===== config.mk =====
export PLATFORM = sky130hd
export DESIGN_NAME = round_robin_task_table_flat
export DESIGN_NICKNAME = d
export VERILOG_FILES = /design/src/hw/rtl/rrtt_pkg.sv /design/src/hw/rtl/rrtt_req_if.sv /design/src/hw/rtl/rrtt_rsp_if.sv /design/src/hw/rtl/rrtt_ctrl.sv /design/src/hw/rtl/rrtt_dp.sv /design/src/hw/rtl/round_robin_task_table.sv /design/src/flat_wrapper.sv
export SDC_FILE = /design/constraint.sdc
export NUM_CORES = 1
export LEC_CHECK = 0
export BUFFER_PORTS_ARGS = -buffer_cell sky130_fd_sc_hd__buf_2
export CAP_MARGIN = 10
export CORE_AREA = 2 2 77 115
export DETAILED_ROUTE_END_ITERATION = 8
export DIE_AREA = 0 0 79 117
export PLACE_DENSITY = 0.73
export SYNTH_ARGS = -nofsm -noshare
export SYNTH_HDL_FRONTEND = slang
export SYNTH_SLANG_ARGS = --single-unit

===== constraint.sdc =====
create_clock -name clk_i -period 4.5 [get_ports clk_i]
set_clock_uncertainty 0.15 [all_clocks]
set_input_delay 0 -clock clk_i [delete_from_list [all_inputs] [get_ports clk_i]]
set_output_delay 0 -clock clk_i [all_outputs]
set_load 0.05 [all_outputs]

===== src/hw/rtl/rrtt_pkg.sv =====
// Shared types and constants for the round-robin task table.
`default_nettype none

package rrtt_pkg;

  // Table geometry
  localparam int NUM_SLOTS = 8;
  localparam int SLOT_W    = $clog2(NUM_SLOTS);
  localparam int IDX_W     = SLOT_W + 1;

  // Fixed field widths of the channels
  localparam int FUNC_W     = 2;
  localparam int SLOT_ID_W  = 8;
  localparam int SLOT_OUT_W = 3;
  localparam int SPAN_W     = 4;

  // Operation codes
  typedef enum logic [FUNC_W-1:0] {
    OP_CREATE   = 2'd0,
    OP_KILL     = 2'd1,
    OP_SCHEDULE = 2'd2
  } op_e;

  // Per-slot task state
  typedef enum logic [1:0] {
    TS_DEAD    = 2'd0,
    TS_READY   = 2'd1,
    TS_RUNNING = 2'd2,
    TS_BLOCKED = 2'd3
  } tstate_e;

  // Controller states
  typedef enum logic {
    ST_IDLE,
    ST_EXEC
  } ctrl_state_e;

  // Commands from controller to datapath
  typedef struct packed {
    logic capture;  // latch the incoming request
    logic commit;   // evaluate, update the table and load the result
  } dp_cmd_t;

  // Result payload
  typedef struct packed {
    logic                  accepted;
    logic [SLOT_OUT_W-1:0] slot;
    logic                  had_previous;
    logic [SLOT_OUT_W-1:0] previous_slot;
    logic                  switch_needed;
    logic [SPAN_W-1:0]     slots_in_use_span;
  } result_t;

endpackage

`default_nettype wire


===== src/hw/rtl/rrtt_req_if.sv =====
// Request channel interface: operation code and task id.
`default_nettype none

interface rrtt_req_if;
  import rrtt_pkg::*;

  logic                 valid;
  logic                 ready;
  logic [FUNC_W-1:0]    func;
  logic [SLOT_ID_W-1:0] slot_id;

  modport source (output valid, output func, output slot_id, input ready);
  modport sink   (input valid, input func, input slot_id, output ready);
endinterface

`default_nettype wire


===== src/hw/rtl/rrtt_rsp_if.sv =====
// Response channel interface: scheduling outcome of one request.
`default_nettype none

interface rrtt_rsp_if;
  import rrtt_pkg::*;

  logic                  valid;
  logic                  ready;
  logic                  accepted;
  logic [SLOT_OUT_W-1:0] slot;
  logic                  had_previous;
  logic [SLOT_OUT_W-1:0] previous_slot;
  logic                  switch_needed;
  logic [SPAN_W-1:0]     slots_in_use_span;

  modport source (output valid, output accepted, output slot, output had_previous,
                  output previous_slot, output switch_needed,
                  output slots_in_use_span, input ready);
  modport sink   (input valid, input accepted, input slot, input had_previous,
                  input previous_slot, input switch_needed,
                  input slots_in_use_span, output ready);
endinterface

`default_nettype wire


===== src/hw/rtl/rrtt_ctrl.sv =====
// Controller: sequences capture and evaluation, owns the response valid flag.
`default_nettype none

module rrtt_ctrl (
  input  logic             clk_i,
  input  logic             rst_ni,
  input  logic             in_valid_i,
  output logic             in_ready_o,
  output logic             out_valid_o,
  input  logic             out_ready_i,
  output rrtt_pkg::dp_cmd_t cmd_o
);
  import rrtt_pkg::*;

  ctrl_state_e state_q, state_d;
  logic        out_valid_q, out_valid_d;

  // State and response flag registers
  always_ff @(posedge clk_i or negedge rst_ni) begin
    if (!rst_ni) begin
      state_q     <= ST_IDLE;
      out_valid_q <= 1'b0;
    end else begin
      state_q     <= state_d;
      out_valid_q <= out_valid_d;
    end
  end

  // Next state and commands
  always_comb begin
    state_d     = state_q;
    cmd_o       = '0;
    in_ready_o  = 1'b0;
    out_valid_d = out_valid_q && !out_ready_i;
    unique case (state_q)
      ST_IDLE: begin
        in_ready_o = 1'b1;
        if (in_valid_i) begin
          cmd_o.capture = 1'b1;
          state_d       = ST_EXEC;
        end
      end
      ST_EXEC: begin
        // Commit only when the response register is free or being drained
        if (!out_valid_q || out_ready_i) begin
          cmd_o.commit = 1'b1;
          out_valid_d  = 1'b1;
          state_d      = ST_IDLE;
        end
      end
      default: state_d = ST_IDLE;
    endcase
  end

  assign out_valid_o = out_valid_q;

endmodule

`default_nettype wire


===== src/hw/rtl/rrtt_dp.sv =====
// Datapath: task table, current slot, high-water mark and result register.
`default_nettype none

module rrtt_dp (
  input  logic                           clk_i,
  input  logic                           rst_ni,
  input  rrtt_pkg::dp_cmd_t              cmd_i,
  input  logic [rrtt_pkg::FUNC_W-1:0]    func_i,
  input  logic [rrtt_pkg::SLOT_ID_W-1:0] slot_id_i,
  output rrtt_pkg::result_t              res_o
);
  import rrtt_pkg::*;

  tstate_e             table_q [NUM_SLOTS];
  tstate_e             table_d [NUM_SLOTS];
  logic                cur_valid_q, cur_valid_d;
  logic [SLOT_W-1:0]   cur_slot_q, cur_slot_d;
  logic [SPAN_W-1:0]   hw_q, hw_d;
  logic [FUNC_W-1:0]   func_q;
  logic [SLOT_ID_W-1:0] slot_id_q;
  result_t             res_q, res_d;

  // Control state: table, current slot, high-water mark
  always_ff @(posedge clk_i or negedge rst_ni) begin
    if (!rst_ni) begin
      for (int i = 0; i < NUM_SLOTS; i++) begin
        table_q[i] <= TS_DEAD;
      end
      cur_valid_q <= 1'b0;
      cur_slot_q  <= '0;
      hw_q        <= '0;
    end else if (cmd_i.commit) begin
      table_q     <= table_d;
      cur_valid_q <= cur_valid_d;
      cur_slot_q  <= cur_slot_d;
      hw_q        <= hw_d;
    end
  end

  // Request capture and result register
  always_ff @(posedge clk_i) begin
    if (cmd_i.capture) begin
      func_q    <= func_i;
      slot_id_q <= slot_id_i;
    end
    if (cmd_i.commit) begin
      res_q <= res_d;
    end
  end

  // Evaluate the captured request against the table
  always_comb begin
    logic              dead_found;
    logic [SLOT_W-1:0] dead_idx;
    logic [SLOT_W-1:0] kill_idx;
    logic              kill_ok;
    logic              hadp;
    logic [SLOT_W-1:0] prev;
    logic [SLOT_W-1:0] start;
    tstate_e           adj [NUM_SLOTS];
    logic              rdy_found;
    logic [SLOT_W-1:0] rdy_idx;
    logic [IDX_W-1:0]  probe;

    table_d     = table_q;
    cur_valid_d = cur_valid_q;
    cur_slot_d  = cur_slot_q;
    hw_d        = hw_q;
    res_d       = '0;

    // Lowest dead slot for create
    dead_found = 1'b0;
    dead_idx   = '0;
    for (int i = 0; i < NUM_SLOTS; i++) begin
      if (!dead_found && table_q[i] == TS_DEAD) begin
        dead_found = 1'b1;
        dead_idx   = SLOT_W'(i);
      end
    end

    // Kill eligibility
    kill_idx = slot_id_q[SLOT_W-1:0];
    kill_ok  = (slot_id_q < SLOT_ID_W'(NUM_SLOTS)) && (table_q[kill_idx] != TS_DEAD) &&
               !(cur_valid_q && kill_idx == cur_slot_q);

    // Schedule: demote the running current task, then search round robin
    hadp  = cur_valid_q;
    prev  = hadp ? cur_slot_q : '0;
    start = '0;
    if (hadp) begin
      start = (prev == SLOT_W'(NUM_SLOTS - 1)) ? '0 : prev + SLOT_W'(1);
    end
    adj = table_q;
    if (hadp && table_q[prev] == TS_RUNNING) begin
      adj[prev] = TS_READY;
    end
    rdy_found = 1'b0;
    rdy_idx   = '0;
    for (int s = 0; s < NUM_SLOTS; s++) begin
      probe = IDX_W'(start) + IDX_W'(s);
      if (probe >= IDX_W'(NUM_SLOTS)) begin
        probe = probe - IDX_W'(NUM_SLOTS);
      end
      if (!rdy_found && adj[probe[SLOT_W-1:0]] == TS_READY) begin
        rdy_found = 1'b1;
        rdy_idx   = probe[SLOT_W-1:0];
      end
    end

    unique case (op_e'(func_q))
      OP_CREATE: begin
        if (dead_found) begin
          table_d[dead_idx] = TS_READY;
          if (SPAN_W'(dead_idx) + SPAN_W'(1) > hw_q) begin
            hw_d = SPAN_W'(dead_idx) + SPAN_W'(1);
          end
          res_d.accepted = 1'b1;
          res_d.slot     = SLOT_OUT_W'(dead_idx);
        end
      end
      OP_KILL: begin
        if (kill_ok) begin
          table_d[kill_idx] = TS_DEAD;
          res_d.accepted    = 1'b1;
          res_d.slot        = SLOT_OUT_W'(kill_idx);
        end
      end
      OP_SCHEDULE: begin
        table_d             = adj;
        res_d.had_previous  = hadp;
        res_d.previous_slot = SLOT_OUT_W'(prev);
        if (rdy_found) begin
          table_d[rdy_idx]    = TS_RUNNING;
          cur_valid_d         = 1'b1;
          cur_slot_d          = rdy_idx;
          res_d.accepted      = 1'b1;
          res_d.slot          = SLOT_OUT_W'(rdy_idx);
          res_d.switch_needed = !hadp || (prev != rdy_idx);
        end else if (hadp && adj[prev] != TS_DEAD) begin
          // Keep the current task running
          table_d[prev]  = TS_RUNNING;
          res_d.accepted = 1'b1;
          res_d.slot     = SLOT_OUT_W'(prev);
        end
      end
      default: ;
    endcase

    res_d.slots_in_use_span = hw_d;
  end

  assign res_o = res_q;

endmodule

`default_nettype wire


===== src/hw/rtl/round_robin_task_table.sv =====
// Top level of the round-robin task table: controller plus datapath.
//
// Usage:
//   req_i carries one request: func (create, kill, schedule) and slot_id,
//   the task id used by kill. rsp_o returns one response per request:
//   accepted, slot, had_previous, previous_slot, switch_needed and the
//   high-water mark slots_in_use_span.
//   A request is taken at a rising edge with valid and ready both high.
//   The request is captured at that edge; the controller then enters its
//   EXEC state, which evaluates it against the eight-slot table in one
//   pass (lowest-dead encoder for create, rotating priority search for
//   schedule) and loads the response register, which drives rsp_o.
//   req_i.ready stays low during that evaluation, so a new request is not
//   taken before the last one has been evaluated.
//   Reset (rst_ni low, asynchronous) marks every slot dead, clears the
//   current task and the high-water mark, and drops any pending response.
//   When the receiver stalls, the response holds in its register and the
//   next request is still taken; its evaluation waits until the held
//   response leaves, after which req_i.ready returns.
`default_nettype none

module round_robin_task_table (
  input  logic       clk_i,
  input  logic       rst_ni,
  rrtt_req_if.sink   req_i,
  rrtt_rsp_if.source rsp_o
);
  import rrtt_pkg::*;

  dp_cmd_t cmd;
  result_t res;

  // Sequence requests
  rrtt_ctrl u_ctrl (
    .clk_i      (clk_i),
    .rst_ni     (rst_ni),
    .in_valid_i (req_i.valid),
    .in_ready_o (req_i.ready),
    .out_valid_o(rsp_o.valid),
    .out_ready_i(rsp_o.ready),
    .cmd_o      (cmd)
  );

  // Hold the table and compute responses
  rrtt_dp u_dp (
    .clk_i    (clk_i),
    .rst_ni   (rst_ni),
    .cmd_i    (cmd),
    .func_i   (req_i.func),
    .slot_id_i(req_i.slot_id),
    .res_o    (res)
  );

  // Drive the response payload
  assign rsp_o.accepted          = res.accepted;
  assign rsp_o.slot              = res.slot;
  assign rsp_o.had_previous      = res.had_previous;
  assign rsp_o.previous_slot     = res.previous_slot;
  assign rsp_o.switch_needed     = res.switch_needed;
  assign rsp_o.slots_in_use_span = res.slots_in_use_span;

endmodule

`default_nettype wire


===== src/flat_wrapper.sv =====
// flat-port wrapper written by rule: the top's interface ports become plain ports
module round_robin_task_table_flat import rrtt_pkg::*;
  (clk_i, rst_ni, req_i_valid, req_i_func, req_i_slot_id, req_i_ready, rsp_o_valid, rsp_o_accepted, rsp_o_slot, rsp_o_had_previous, rsp_o_previous_slot, rsp_o_switch_needed, rsp_o_slots_in_use_span, rsp_o_ready);
  rrtt_req_if req_i_i ();
  rrtt_rsp_if rsp_o_i ();
  input  logic clk_i;
  input  logic rst_ni;
  input wire logic [$bits(req_i_i.valid)-1:0] req_i_valid;
  input wire logic [$bits(req_i_i.func)-1:0] req_i_func;
  input wire logic [$bits(req_i_i.slot_id)-1:0] req_i_slot_id;
  output wire logic [$bits(req_i_i.ready)-1:0] req_i_ready;
  output wire logic [$bits(rsp_o_i.valid)-1:0] rsp_o_valid;
  output wire logic [$bits(rsp_o_i.accepted)-1:0] rsp_o_accepted;
  output wire logic [$bits(rsp_o_i.slot)-1:0] rsp_o_slot;
  output wire logic [$bits(rsp_o_i.had_previous)-1:0] rsp_o_had_previous;
  output wire logic [$bits(rsp_o_i.previous_slot)-1:0] rsp_o_previous_slot;
  output wire logic [$bits(rsp_o_i.switch_needed)-1:0] rsp_o_switch_needed;
  output wire logic [$bits(rsp_o_i.slots_in_use_span)-1:0] rsp_o_slots_in_use_span;
  input wire logic [$bits(rsp_o_i.ready)-1:0] rsp_o_ready;
  assign req_i_i.valid = req_i_valid;
  assign req_i_i.func = req_i_func;
  assign req_i_i.slot_id = req_i_slot_id;
  assign req_i_ready = req_i_i.ready;
  assign rsp_o_valid = rsp_o_i.valid;
  assign rsp_o_accepted = rsp_o_i.accepted;
  assign rsp_o_slot = rsp_o_i.slot;
  assign rsp_o_had_previous = rsp_o_i.had_previous;
  assign rsp_o_previous_slot = rsp_o_i.previous_slot;
  assign rsp_o_switch_needed = rsp_o_i.switch_needed;
  assign rsp_o_slots_in_use_span = rsp_o_i.slots_in_use_span;
  assign rsp_o_i.ready = rsp_o_ready;
  round_robin_task_table u_core (.clk_i(clk_i), .rst_ni(rst_ni), .req_i(req_i_i), .rsp_o(rsp_o_i));
endmodule

==> impl_metrics.csv <==
group,metric,value,unit
place,place_hpwl,11.5,mm
grt,grt_pass1_vias,4550,
clock_tree,cts_tree,"yes",
worst_setup_path,worstPathArrival,4.30,ns
grt,gr-total-overflow,0,
grt,grt_busiest_layer,"met2",
sta,setup_violations,0,
cells_and_area,antenna_cells,0,
synthesis,synth_nets,551,
cells_and_area,fin_nets,597,
cells_and_area,mostFrequentLayoutCells,"nand2_1 (56), o21ai_0 (47), nor2_1 (39)",
clock_tree,clockRootBuffer,"clkbuf_16",
clock_tree,clkSinkCount,49,
sta,tns,0,ns
clock_tree,cts.path.max_buffers,2,
floorplan,dieArea,9240,um2
floorplan,core.rowCount,41,
floorplan,die_w,79,um
drt,wire_per_inst,22.3,um
outcome,status,"finished clean",
drt,viasPerCell,6.70,
clock_tree,cts_buffers,5,
grt,antenna_found_initial,0,
grt,grtUsageMet2,59.5,%
place,port_buffers,28,
grt,grt_max_degree,27,
cells_and_area,final_common_cell,"nand2_1",
worst_setup_path,worstPathCellList,"nand2_1 -> inv_1 -> ha_1 -> ha_1 -> and2b_1 -> mux2i_4 -> buf_4 -> mux2i_1 -> mux2i_1 -> o31a_1 -> a21bo_2 -> o211ai_1 -> a21boi_4 -> or4b_1 -> a32o_1",
drt,drc,0,
drt,wl,15.2,mm
cells_and_area,multiInputGateArea,2940,um2
cells_and_area,seqCellArea,1340,um2
sta,final-hold-violation-count,0,
clock_tree,clock_latency,0.30,ns
synthesis,synth_cells,526,
floorplan,core,8310,um2
sta,period_needed,4.26,ns
worst_setup_path,end_kind,"flip-flop",
worst_setup_path,cp.required,4.54,ns
worst_setup_path,cp_slowest_cell,"or4b_1",
clock_tree,cts.htree.levels,2,
synthesis,synth-seq-cells,49,
synthesis,synth.cell_area,4510,um2
synthesis,seq_area_frac_synth,29.7,%
synthesis,synthFlopType,"dfrtp_1",
sta,min_period_over_period,94.7,%
drt,dr.pass1.iters,5,
cells_and_area,area_growth,13.0,%
cells_and_area,fill_cells,762,
sta,rsz0062_at_grt,"false",
worst_setup_path,max_stage_delay,0.47,ns
floorplan,io_pins,29,
run,cap_violations,0,
synthesis,synth-async-reset-ratio,53.1,%
clock_tree,cts_setup_buffers,0,
synthesis,synth_warnings,0,
grt,use_met3,4.45,%
place,place_congestion,1.01,
synthesis,synth-edff-count,23,
sta,finalMaxSlewViolations,0,
sta,max_freq,235,MHz
worst_setup_path,crit_family,"compound AO/OA/AOI/OAI gates",
worst_setup_path,cp-start-kind,"flip-flop",
drt,drt_iter0_markers,474,
synthesis,synthDistinctLibCells,87,
sta,tightestPinTransition,0.827,ns
sta,slew_headroom,44.7,%
cells_and_area,drive_above_1_share,18.2,%
drt,vias,4558,
floorplan,die_h,117,um
grt,grt_use_met1,37.0,%
grt,grtUsageTotal,34.0,%
synthesis,syn_area_per_cell,8.57,um2
drt,ant_nets,0,
floorplan,start_util,54.3,%
clock_tree,clk_pin_slew,0.07,ns
worst_setup_path,path_class,"reg2reg",
worst_hold_path,hp-class,"in2async",
grt,grt_pass1_wl,23.9,mm
worst_setup_path,cp_max_fo,9,
worst_setup_path,critPathBufInv,2,
==> synth_stat cells, drive strengths merged, types with 7 or more instances <==
cell type / count / area [um2]
dfrtp: 26 / 651
clkbuf: 9 / 33.8
nand2b: 20 / 125
nor2b: 12 / 75.1
edfxtp: 23 / 691
and3: 7 / 43.8
o21ai: 48 / 244
nor3: 16 / 80.1
nand2: 57 / 216
inv: 18 / 67.6
a21oi: 35 / 179
or3: 8 / 50.1
buf: 18 / 129
a31oi: 12 / 75.1
nor2: 39 / 146
nand3: 17 / 95.1
o31ai: 7 / 71.3
mux2i: 22 / 245
ha: 11 / 138
==> worst register-to-register path, delay by kind of cell (launching register included) <==
kind                       cells  cell delay, ns
AOI/OAI and AO/OA              5            1.35
adders and majority gates      2            0.43
buffers and inverters          2            0.24
DFF                            1            0.43
muxes                          3            0.64
and+or+nand+nor                3            0.91
==> sequential cells by signal, indices dropped and copies added (netlist names), 2 cells and up <==
name	count
u_core.u_dp.cur_slot_q	3
u_core.u_dp.res_o	13
u_core.u_dp.func_q	2
u_core.u_dp.table_q	16
u_core.u_dp.slot_id_q	8
u_core.u_dp.hw_q	4
==> final cells by class <==
type / count / area share [%]
Clock inverter: 3 / 0.491
Sequential cell: 49 / 26.3
Clock buffer: 5 / 2.46
Inverter: 20 / 1.47
Timing Repair Buffer: 66 / 8.99
Tap cell: 107 / 2.63
Multi-Input combinational cell: 430 / 57.6
==> per-layer routing <==
metal	vias to the layer above	wire (um)
met5	-	0
met4	0	1330
met3	89	1020
met2	268	7560
met1	2130	5270
li1	2071	-
==> stage by stage <==
step | hold WS, ns | utilization, % | area, um2 | setup slack [ns] | std cells
3_3_place_gp | -0.0979 | 57.9 | 4810 | 0.373 | 659
5_1_grt | 0.161 | 61.3 | 5090 | 0.00750 | 680
2_1_floorplan | -0.446 | - | 4510 | 0.347 | 526
6_report | 0.0906 | 61.3 | 5090 | 0.238 | 680
3_5_place_dp | -0.107 | 57.9 | 4810 | 0.302 | 659
4_1_cts | 0.110 | 61.2 | 5090 | 0.293 | 680
==> cells by family (layout without fill, tap and decap cells) <==
group                    count (synthesis)  count (layout)  share of synthesized area [%]
flip-flops                              49              49                           29.7
XOR/XNOR                                 6               6                           1.17
AO/OA/AOI/OAI                          171             171                           26.5
multiplexers                            33              33                           9.43
adder cells (fa/ha/maj)                 11              11                           3.05
AND/OR/NAND/NOR                        209             209                           24.9
buffers and inverters                   47              94                           5.27
==> timing repair <==
action,in CTS,in global routing
resized for setup,0,1
hold buffers,13,0
endpoints found under the setup margin,0,1
hold endpoints to repair,38,0
==> path summary, 6_finish.rpt <==
| path | startpoint | endpoint | slack, ns | cells after the start |
|---|---|---|---|---|
| min | rst_ni | u_core.u_dp.table_q[13] | 0.09 | 2 |
| min in group clk_i | req_i_func[0] | u_core.u_dp.func_q[0] | 0.27 | 2 |
| max reg2reg | u_core.u_dp.cur_valid_q | u_core.u_dp.table_q[6] | 0.24 | 15 |
| max in group asynchronous | rst_ni | u_core.u_dp.hw_q[1] | 3.70 | 2 |
| min reg2reg | u_core.u_dp.hw_q[0] | u_core.u_dp.hw_q[0] | 0.37 | 2 |
| max | u_core.u_dp.cur_valid_q | u_core.u_dp.table_q[6] | 0.24 | 15 |
Power is not shown: default switching activity piles up to over one toggle a cycle in this logic, so the estimate is an artifact.
